$ cat config.mk
export PLATFORM = sky130hd
export DESIGN_NAME = qrs_sqrt
export DESIGN_NICKNAME = d
export VERILOG_FILES = /design/src/design/qrs_sqrt.sv
export SDC_FILE = /design/constraint.sdc
export NUM_CORES = 2
export LEC_CHECK = 0
export ABC_CLOCK_PERIOD_IN_PS = 9200
export BUFFER_PORTS_ARGS = -buffer_cell sky130_fd_sc_hd__buf_4
export CAP_MARGIN = 0
export CORE_MARGIN = 1.5
export CORE_UTILIZATION = 30
export DETAILED_ROUTE_END_ITERATION = 6
export REMOVE_ABC_BUFFERS = 1
export SYNTH_ARGS = -nofsm -noshare
export SYNTH_HDL_FRONTEND = slang
export SYNTH_SLANG_ARGS = --single-unit
$ cat constraint.sdc
create_clock -name clock -period 9.2 [get_ports clock]
set_input_delay 0.92 -clock clock [delete_from_list [all_inputs] [get_ports clock]]
set_output_delay 0.92 -clock clock [all_outputs]
set_load 0.05 [all_outputs]
$ cat src/design/qrs_sqrt.sv
// qrs_sqrt: fully pipelined floor square root, one result bit per stage.
// Depends on nothing but the stall enable from the top level.
`timescale 1ns / 1ps

module qrs_sqrt #(
   parameter int RAD_WIDTH = 50,
   parameter int TAG_WIDTH = 1
) (
   input  logic                     clock,
   input  logic                     reset,
   input  logic                     adv,
   input  logic                     in_valid,
   input  logic [RAD_WIDTH-1:0]     in_rad,
   input  logic [TAG_WIDTH-1:0]     in_tag,
   output logic                     out_valid,
   output logic [RAD_WIDTH/2-1:0]   out_root,
   output logic [TAG_WIDTH-1:0]     out_tag
);

   localparam int N  = RAD_WIDTH / 2;
   localparam int RW = N + 2;

   logic [RW-1:0]        rem_ff   [N];
   logic [N-1:0]         root_ff  [N];
   logic [RAD_WIDTH-1:0] rad_ff   [N];
   logic [TAG_WIDTH-1:0] tag_ff   [N];
   logic                 valid_ff [N];

   for (genvar i = 0; i < N; i++) begin : g_stage
      logic [RW-1:0]        prev_rem;
      logic [N-1:0]         prev_root;
      logic [RAD_WIDTH-1:0] prev_rad;
      logic [TAG_WIDTH-1:0] prev_tag;
      logic                 prev_valid;
      logic [RW-1:0]        cur;
      logic [RW-1:0]        trial;
      logic [RW-1:0]        rem_in;
      logic [N-1:0]         root_in;

      if (i == 0) begin : g_first
         assign prev_rem   = '0;
         assign prev_root  = '0;
         assign prev_rad   = in_rad;
         assign prev_tag   = in_tag;
         assign prev_valid = in_valid;
      end else begin : g_next
         assign prev_rem   = rem_ff[i-1];
         assign prev_root  = root_ff[i-1];
         assign prev_rad   = rad_ff[i-1];
         assign prev_tag   = tag_ff[i-1];
         assign prev_valid = valid_ff[i-1];
      end

      always_comb begin
         cur   = {prev_rem[RW-3:0], prev_rad[RAD_WIDTH-1 -: 2]};
         trial = {prev_root, 2'b01};
         if (cur >= trial) begin
            rem_in  = cur - trial;
            root_in = {prev_root[N-2:0], 1'b1};
         end else begin
            rem_in  = cur;
            root_in = {prev_root[N-2:0], 1'b0};
         end
      end

      always_ff @(posedge clock) begin
         if (reset) begin
            valid_ff[i] <= 1'b0;
         end else if (adv) begin
            valid_ff[i] <= prev_valid;
         end
      end

      always_ff @(posedge clock) begin
         if (adv) begin
            rem_ff[i]  <= rem_in;
            root_ff[i] <= root_in;
            rad_ff[i]  <= {prev_rad[RAD_WIDTH-3:0], 2'b00};
            tag_ff[i]  <= prev_tag;
         end
      end
   end

   assign out_valid = valid_ff[N-1];
   assign out_root  = root_ff[N-1];
   assign out_tag   = tag_ff[N-1];

endmodule

==> metrics.txt <==
outcome=complete, no violations; gpl congestion=0.8711; Layout area overhead=14.27%; met2 global-route usage=19.47%; Distinct cells, synth=91; GRT Overall Usage=11.35%; capturing point of the worst reg2reg path=rem_ff[1][184]$_DFFE_PP_; net switching power=5.478 mW; fmax=250.8 MHz; HP Start=in_rad[42]; CP peak stage delay=0.95 ns; total congestion overflow=0; crit path cell chain=ha_1, o21ai_0, a22oi_1, a2111oi_0, nor3_1, and3b_1, a211o_1, nor3_1, xor2_1; Worst Path Max Fanout=33; n_diodes=0; Port Buffers=81; HP Class=input port to register; initial antenna violation count=0; Final TNS setup=0 ns; root buf cell=clkbuf_16; post-detailed-route count of antenna-violating nets=0; top cells by area, synth=edfxtp_1 (65%), ha_1 (6.2%), xnor2_1 (2.9%), xor2_1 (2.5%), inv_1 (2.4%); unrepaired setup endpoints after global routing=false; vias in the first global route=41600; slowest stage cell, crit path=and3b_1; Power Dens Cells=243.1 mW/mm²; first-pass detailed-route iteration total=5; Mapped Cells=5411; area leader, netlist=edfxtp_1; Slew HR=18.99%; worst hold margin=0.2578 ns; Routed WL per cell=15.57 µm; Worst Hold Endpoint=rad_ff[0][42]$_DFFE_PP_; Switching Share=27.77%; fill cell count=22900; Pins Over Slew Limit=0; Routed WL=138400 µm; Fin. Hold Viols=0; clk_skew=0.06080 ns; met1 Usage GRT=14.09%; Crit path max-delay family=compound AO/OA/AOI/OAI gates; Cell Int Power=14.24 mW; TritonCTS buffer count=172; Die W=489.5 µm; row count=178; Tmin final=3.987 ns; YS warnings=0; Clock transition at path regs=0.06 ns; largest net degree at the start of global routing=180; Synth Cell Area=0.07101 mm²; #FFs+latches synth=1542; Final Net Count=6009; ys async rst share=0%; top_reg_cell synth=edfxtp_1; Comb pwr share=18.2%; total power=19.72 mW; cts-stage hold buffer count=0; Crit Path Class=register to register; CTS tree=built; share of layout cells above drive strength 1=7.526%; Seq pwr share=47.4%; core footprint=0.2352 mm²; CP required=9.77 ns; Yosys top cell area share=65.21%; worst vdd ir=0.0001699 V; vias per inst=4.682; grt peak-use layer=met2; DR vias=41620; clk sinks=1542; first-pass GRT wire length=220000 µm; grt met3 use=2.017%; clock power share=34.4%; initial core utilization=30.19%; Resized Gates After CTS=0; Syn Area/Cell=13.12 µm²; HPWL Detailed=97150 µm; Hold Crit Depth=1; worst-margin pin slew=1.213 ns; max-cap violation count=0; reg2reg setup slack=5.21 ns; I/O Pins=82; element type at the critical path end=register; Die Area=0.2396 mm²; Crit path buffers/inverters=0; First DRT Iteration DRCs=2575; die height=489.5 µm; Final Cycle Share=43.33%; Finish-stage setup viols=0; reg2reg path depth=9; Most Frequent Cell on Critical Path=nor3_1; Clk Latency, worst-skew pair=0.83 ns; DRC violations left=0; CP startpoint kind=register; Pleak=30.42 nW; Setup Fix Bufs, Post-CTS=0; number of synthesized flops with an enable pin=1542; clk buf depth=3; register area share after synthesis=65.21%; CTS H-tree lvls=4; R2R Path Start=rem_ff[1][136]$_DFFE_PP_; Crit path arrival time=4.55 ns
==> kinds of logic after synthesis <==
logic type | synth area share [%]
AND/OR/NAND/NOR | 9.745
other | 0.005281
flip-flops | 65.21
XOR/XNOR | 5.452
AO/OA/AOI/OAI | 9.855
buffers and inverters | 2.911
adder cells (fa/ha/maj) | 6.184
multiplexers | 0.6414
==> sequential cells by signal, summed over array words and instances, names as in the netlist <==
signal,cells
rad_ff,600
rem_ff,567
root_ff,325
tag_ff,25
valid_ff,25
==> layer usage <==
layer	wire length [µm]	vias to the layer above
li1	-	20490
met1	61330	20080
met2	67080	762
met3	5055	290
met4	4915	0
met5	0	-
==> how the worst max path moves through the flow <==
stage | to | from | cells past startpoint | slack [ns]
floorplan | rem_ff[2][203]$_DFFE_PP_ | rem_ff[2][172]$_DFFE_PP_ | 8 | 4.62
CTS | rem_ff[2][169]$_DFFE_PP_ | rem_ff[2][139]$_DFFE_PP_ | 11 | 5.33
detailed placement | rem_ff[1][184]$_DFFE_PP_ | rem_ff[1][136]$_DFFE_PP_ | 9 | 5.34
finish | rem_ff[1][184]$_DFFE_PP_ | rem_ff[1][136]$_DFFE_PP_ | 9 | 5.21
global route | rem_ff[1][184]$_DFFE_PP_ | rem_ff[1][136]$_DFFE_PP_ | 9 | 4.95
global placement | rem_ff[1][180]$_DFFE_PP_ | rem_ff[1][136]$_DFFE_PP_ | 9 | 5.36
==> worst register-to-register path, delay by kind of cell, from the launching register on <==
family	cells	cell delay, ns
compound gates	4	1.65
fa+ha+maj	1	0.38
simple gates	3	1.17
xor+xnor	1	0.15
flops	1	0.41
==> synthesized netlist by cell type (56+ instances only) <==
cell type / instances
xor2_1: 203
nand2_1: 366
nand3_1: 95
nand2b_1: 57
nor2_1: 305
a21oi_1: 327
xnor2_1: 239
ha_1: 351
nor4_1: 56
o21a_1: 65
o21ai_0: 297
inv_1: 450
nand4_1: 56
clkbuf_1: 68
a21o_1: 130
edfxtp_1: 1542
or3_1: 58
nor3_1: 149
==> power by group through the flow <==
stage,Clock (mW),Sequential (mW),Combinational [mW]
2_1_floorplan,0,9.28,2.63
3_3_place_gp,0,9.50,3.52
3_5_place_dp,0,9.50,3.57
4_1_cts,7.06,9.36,3.59
5_1_grt,7.32,9.44,4.01
6_report,6.78,9.35,3.59
==> cell usage in the layout, fill, tap and decap left out, types with 65 or more instances in the layout <==
cell type,instances
clkbuf_16,173
xor2_1,203
a21oi_1,327
o21a_1,65
xnor2_1,239
edfxtp_1,1542
a21o_1,130
buf_4,97
o21ai_0,297
nor3_1,149
ha_1,351
nand3_1,95
inv_1,450
nor2_1,305
nand2_1,366
==> stage by stage <==
stage	setup WS (ns)	cells	instance area (µm²)	util, %
floorplan	4.621	5325	70640	-
global placement	5.365	8579	75490	32.10
detailed placement	5.342	8579	75490	32.10
CTS	5.333	8890	81140	34.50
global route	4.949	8890	81140	34.50
finish	5.213	8890	81140	34.50
==> cell type report <==
class	instances	area (µm²)	area share (%)
multi-input combinational	3331	22670	27.94
timing repair buffer	104	875.8	1.079
sequential	1542	46300	57.07
clock buffer	204	4446	5.479
inverter	452	1697	2.091
tap	3150	3941	4.857
clock inverter	107	1205	1.485
Power figures use the tool's default switching activity.
