### src/design/qrs_div.sv
// qrs_div: pipelined signed divider, truncating toward zero, one quotient
// bit per stage. Depends only on the stall enable from the top level.
`timescale 1ns / 1ps

module qrs_div #(
   parameter int NUM_WIDTH = 35,
   parameter int DEN_WIDTH = 17,
   parameter int TAG_WIDTH = 1
) (
   input  logic                        clock,
   input  logic                        reset,
   input  logic                        adv,
   input  logic                        in_valid,
   input  logic signed [NUM_WIDTH-1:0] in_num,
   input  logic signed [DEN_WIDTH-1:0] in_den,
   input  logic [TAG_WIDTH-1:0]        in_tag,
   output logic                        out_valid,
   output logic signed [NUM_WIDTH-1:0] out_quot,
   output logic [TAG_WIDTH-1:0]        out_tag
);

   // entry stage: magnitudes and result sign
   logic [NUM_WIDTH-1:0] nm_ff;
   logic [DEN_WIDTH-1:0] dm_ff;
   logic                 neg_ff;
   logic [TAG_WIDTH-1:0] etag_ff;
   logic                 evalid_ff;

   always_ff @(posedge clock) begin
      if (reset) begin
         evalid_ff <= 1'b0;
      end else if (adv) begin
         evalid_ff <= in_valid;
      end
   end

   always_ff @(posedge clock) begin
      if (adv) begin
         nm_ff   <= in_num[NUM_WIDTH-1] ? NUM_WIDTH'(-in_num) : NUM_WIDTH'(in_num);
         dm_ff   <= in_den[DEN_WIDTH-1] ? DEN_WIDTH'(-in_den) : DEN_WIDTH'(in_den);
         neg_ff  <= in_num[NUM_WIDTH-1] ^ in_den[DEN_WIDTH-1];
         etag_ff <= in_tag;
      end
   end

   // restoring steps: numerator bits shift out the top, quotient bits in
   logic [DEN_WIDTH-1:0] rem_ff   [NUM_WIDTH];
   logic [NUM_WIDTH-1:0] nq_ff    [NUM_WIDTH];
   logic [DEN_WIDTH-1:0] sdm_ff   [NUM_WIDTH];
   logic                 sneg_ff  [NUM_WIDTH];
   logic [TAG_WIDTH-1:0] stag_ff  [NUM_WIDTH];
   logic                 svalid_ff[NUM_WIDTH];

   for (genvar i = 0; i < NUM_WIDTH; i++) begin : g_step
      logic [DEN_WIDTH-1:0] prev_rem;
      logic [NUM_WIDTH-1:0] prev_nq;
      logic [DEN_WIDTH-1:0] prev_dm;
      logic                 prev_neg;
      logic [TAG_WIDTH-1:0] prev_tag;
      logic                 prev_valid;
      logic [DEN_WIDTH:0]   cur;
      logic [DEN_WIDTH-1:0] rem_in;
      logic                 qbit;

      if (i == 0) begin : g_first
         assign prev_rem   = '0;
         assign prev_nq    = nm_ff;
         assign prev_dm    = dm_ff;
         assign prev_neg   = neg_ff;
         assign prev_tag   = etag_ff;
         assign prev_valid = evalid_ff;
      end else begin : g_next
         assign prev_rem   = rem_ff[i-1];
         assign prev_nq    = nq_ff[i-1];
         assign prev_dm    = sdm_ff[i-1];
         assign prev_neg   = sneg_ff[i-1];
         assign prev_tag   = stag_ff[i-1];
         assign prev_valid = svalid_ff[i-1];
      end

      always_comb begin
         cur = {prev_rem, prev_nq[NUM_WIDTH-1]};
         if (cur >= {1'b0, prev_dm}) begin
            rem_in = DEN_WIDTH'(cur - {1'b0, prev_dm});
            qbit   = 1'b1;
         end else begin
            rem_in = DEN_WIDTH'(cur);
            qbit   = 1'b0;
         end
      end

      always_ff @(posedge clock) begin
         if (reset) begin
            svalid_ff[i] <= 1'b0;
         end else if (adv) begin
            svalid_ff[i] <= prev_valid;
         end
      end

      always_ff @(posedge clock) begin
         if (adv) begin
            rem_ff[i]  <= rem_in;
            nq_ff[i]   <= {prev_nq[NUM_WIDTH-2:0], qbit};
            sdm_ff[i]  <= prev_dm;
            sneg_ff[i] <= prev_neg;
            stag_ff[i] <= prev_tag;
         end
      end
   end

   // exit stage: restore the sign
   logic signed [NUM_WIDTH-1:0] quot_ff;
   logic [TAG_WIDTH-1:0]        otag_ff;
   logic                        ovalid_ff;

   always_ff @(posedge clock) begin
      if (reset) begin
         ovalid_ff <= 1'b0;
      end else if (adv) begin
         ovalid_ff <= svalid_ff[NUM_WIDTH-1];
      end
   end

   always_ff @(posedge clock) begin
      if (adv) begin
         quot_ff <= sneg_ff[NUM_WIDTH-1] ? -nq_ff[NUM_WIDTH-1] : nq_ff[NUM_WIDTH-1];
         otag_ff <= stag_ff[NUM_WIDTH-1];
      end
   end

   assign out_valid = ovalid_ff;
   assign out_quot  = quot_ff;
   assign out_tag   = otag_ff;

endmodule

### config.mk
export PLATFORM = sky130hd
export DESIGN_NAME = qrs_div
export DESIGN_NICKNAME = d
export VERILOG_FILES = /design/src/design/qrs_div.sv
export SDC_FILE = /design/constraint.sdc
export NUM_CORES = 2
export LEC_CHECK = 0
export BUFFER_PORTS_ARGS = -buffer_cell sky130_fd_sc_hd__buf_2
export CAP_MARGIN = 20
export CORE_AREA = 2 2 483 485
export DETAILED_ROUTE_END_ITERATION = 8
export DIE_AREA = 0 0 485 487
export PLACE_DENSITY = 0.7
export SLEW_MARGIN = 20
export SYNTH_ARGS = -nofsm -noshare
export SYNTH_HDL_FRONTEND = slang
export SYNTH_SLANG_ARGS = --single-unit
### constraint.sdc
create_clock -name clock -period 12.1 [get_ports clock]
set_clock_uncertainty 0.2 [all_clocks]
set_input_delay 1.815 -clock clock [delete_from_list [all_inputs] [get_ports clock]]
set_output_delay 1.815 -clock clock [all_outputs]
set_load 0.02 [all_outputs]
==> run_results.csv <==
group,metric,value,unit
run_status,status,"completed",
critical_path,crit_family,"buffers and inverters",
timing,setup_ws,7.57,ns
finish,drive_gt1_share,10.9,%
global_routing,grt_pass1_vias,62900,
pwr,p_sw,0.00999,W
cts,hold_buffers,0,
timing,hold_viol_final,0,
finish,instances_no_fill,11700,
pwr,leakagePower,48.5,nW
detailed_routing,drtIter0Drc,4861,
logic_synthesis,ys_types,89,
timing,rsz0062_at_grt,"false",
finish,final_common_cell,"edfxtp_1",
critical_path,worstPathMaxFanout,195,
logic_synthesis,async_flop_share,0,%
timing,worst_pin_slew,1.08,ns
critical_path,cp_slowest_cell,"buf_4",
floorplanning,num_rows,177,
timing,drv_slew,0,
timing,min_period_over_period,37.4,%
global_routing,overflow,0,
timing,final.setup.tns,0,ns
detailed_routing,ant_nets,0,
critical_path,crit_chain,"buf_12, buf_4, buf_12, buf_4, buf_12",
detailed_routing,drcViolationCount,0,
cts,cts.sinks,2578,
cts,cts_resized,0,
critical_path,worst_path_most_repeated_cell,"buf_12",
global_routing,grt_antenna_before_repair,3,
cts,cts-root-buf,"clkbuf_16",
global_routing,grt_usage,17.3,%
pwr,combPwrFrac,33.3,%
logic_synthesis,synth_seq_cells,2578,
finish,area_growth,11.5,%
cts,cts.path.max_buffers,4,
finish,utilization,55.4,%
logic_synthesis,yosys_most_used_dff,"edfxtp_1",
placed_design,gp_congestion,0.914,
critical_path,arrival,4.94,ns
detailed_routing,dr_total_vias,63800,
placed_design,pre_cts_ws,6.63,ns
global_routing,grt_max_degree,196,
floorplanning,dieWidth,485,um
timing,max_freq,0.221,GHz
floorplanning,die_area,236000,sq um
placed_design,place_inst,11200,
cts,clk_latency,0.93,ns
critical_path,critPathKind,"primary input to flip-flop",
floorplanning,io_pins,94,
floorplanning,die_y,487,um
timing,layout_min_cycle_time,4.53,ns
critical_path,required,12.52,ns
critical_path,crit_path_start_kind,"primary input",
cts,post_cts_buffers,0,
logic_synthesis,synthesis.area,115000,sq um
global_routing,grt_pass1_wl,331,mm
logic_synthesis,yosysWarnings,0,
critical_path,crit_path_end_kind,"flip-flop",
pwr,switching_share,31.5,%
critical_path,reg2reg_slack,7.72,ns
floorplanning,core_area,231000,sq um
pwr,vdd_drop_max,0.125,mV
cts,cts_tree,"yes",
placed_design,port_buffers,93,
pwr,power_density,247,nW/um^2
cts,path_clk_slew,0.06,ns
pwr,power_frac_clock,25.9,%
logic_synthesis,avgSynthCellArea,14.2,sq um
finish,n_fill_cell,18100,
pwr,pwr-share-seq,40.8,%
placed_design,place_hpwl,142,mm
cts,cts_max_level,5,
critical_path,worst-path-buf-inv,5,
logic_synthesis,synth_edf_count,2576,
detailed_routing,dr.pass1.iters,8,
timing,slew_headroom,27.9,%
cts,cts_buffers,286,
job,cap_violations,0,
detailed_routing,via_per_inst,5.48,
logic_synthesis,netlist_instances,8118,
floorplanning,initial_utilization,49.7,%
min_path,hp-class,"flip-flop to flip-flop",
detailed_routing,routed_wl,206,mm
logic_synthesis,synth_seq_area_share,67.3,%
finish,layout_common_cells,"2,576 x edfxtp_1, 738 x inv_1, 583 x ha_1, 465 x a21oi_1, 426 x nor2_1",
logic_synthesis,synth_fp_nets,8791,
detailed_routing,wl_per_cell,17.6,um
timing,setup_viol,0,
pwr,intPower,0.0217,W
critical_path,critical_path.max_stage_delay,0.67,ns
finish,nets,9083,
## cell usage after synthesis (all sizes together) (31+ instances only)
| library cell | instances | area (sq um) |
|---|---|---|
| nor2 | 428 | 1610 |
| a21oi | 465 | 2330 |
| nand2 | 409 | 1540 |
| o211ai | 36 | 270 |
| mux2 | 329 | 3700 |
| nor2b | 64 | 400 |
| o21a | 75 | 563 |
| or2 | 31 | 194 |
| nand3 | 101 | 505 |
| inv | 738 | 2770 |
| nor3 | 107 | 536 |
| nand2b | 50 | 313 |
| a211oi | 84 | 631 |
| fa | 33 | 661 |
| and3 | 38 | 238 |
| o21bai | 69 | 518 |
| a31oi | 47 | 294 |
| edfxtp | 2576 | 77400 |
| and2 | 51 | 319 |
| nand4 | 69 | 432 |
| clkbuf | 115 | 432 |
| o21ai | 430 | 2160 |
| a21o | 169 | 1270 |
| o31ai | 56 | 420 |
| ha | 583 | 7290 |
| o41ai | 31 | 279 |
| or3 | 52 | 335 |
| xor2 | 172 | 1510 |
| xnor2 | 311 | 2720 |
## through the flow
| stage | cell area (sq um) | power (W) | hold WS [ns] |
|---|---|---|---|
| floorplan | 115000 | 0.0208 | 0.200 |
| global placement | 119000 | 0.0232 | 0.200 |
| detailed placement | 119000 | 0.0235 | 0.205 |
| CTS | 128000 | 0.0319 | 0.183 |
| global route | 128000 | 0.0336 | 0.198 |
| finish | 128000 | 0.0317 | 0.179 |
## registers in the layout, indices dropped and copies added, names as in the netlist, 17 cells and up
register / cells
rem_ff: 578
nq_ff: 1225
stag_ff: 35
sneg_ff: 35
out_quot: 35
svalid_ff: 35
dm_ff: 17
g_step.prev_nq: 35
sdm_ff: 578
## cell families (layout without fill, tap and decap cells)
| kind of cell | after synthesis | after routing | share of synthesized area, % |
|---|---|---|---|
| flops | 2578 | 2578 | 67.3 |
| compound gates | 1705 | 1705 | 9.47 |
| simple gates | 1505 | 1505 | 6.32 |
| buf+inv | 873 | 1363 | 2.87 |
| fa+ha+maj | 616 | 616 | 6.92 |
| xor+xnor | 483 | 483 | 3.68 |
| mux | 358 | 358 | 3.47 |
| other cells | 0 | 2 | 0 |
## power by group through the flow
| stage | clock, W | combinational [W] | sequential (W) |
|---|---|---|---|
| finish | 0.00821 | 0.0106 | 0.0129 |
| global route | 0.00880 | 0.0117 | 0.0131 |
| CTS | 0.00845 | 0.0105 | 0.0129 |
| detailed placement | 0 | 0.0104 | 0.0131 |
| global placement | 0 | 0.0101 | 0.0131 |
| floorplan | 0 | 0.00815 | 0.0127 |
## per-layer routing
metal  GRT usage, %  up-vias  wire length (um)
li1               -    31100                 -
met3           2.90      401              9290
met4           5.64        0              5480
met2           29.2     1488            100000
met5              0        -                 0
met1           22.7    30900             90700
## cell type report
cell class / instances / area (sq um) / share of cell area (%)
antenna: 2 / 5.00 / 0.00390
clock buffer: 336 / 7490 / 5.84
clock inverter: 150 / 1360 / 1.06
inverter: 739 / 2770 / 2.16
multi-input combinational: 4667 / 34500 / 26.9
sequential: 2578 / 77400 / 60.3
tap: 3043 / 3810 / 2.97
timing repair buffer: 138 / 958 / 0.747
## worst paths after layout
kind | from | endpoint | cells after the start
setup / recovery | adv | nq_ff[9][11] | 5
setup reg to reg | nq_ff[21][34] | rem_ff[22][3] | 11
hold reg to reg | nq_ff[11][16] | nq_ff[12][17] | 0
hold / removal | nq_ff[11][16] | nq_ff[12][17] | 0
Note: power is estimated with default switching activity, not from simulation.
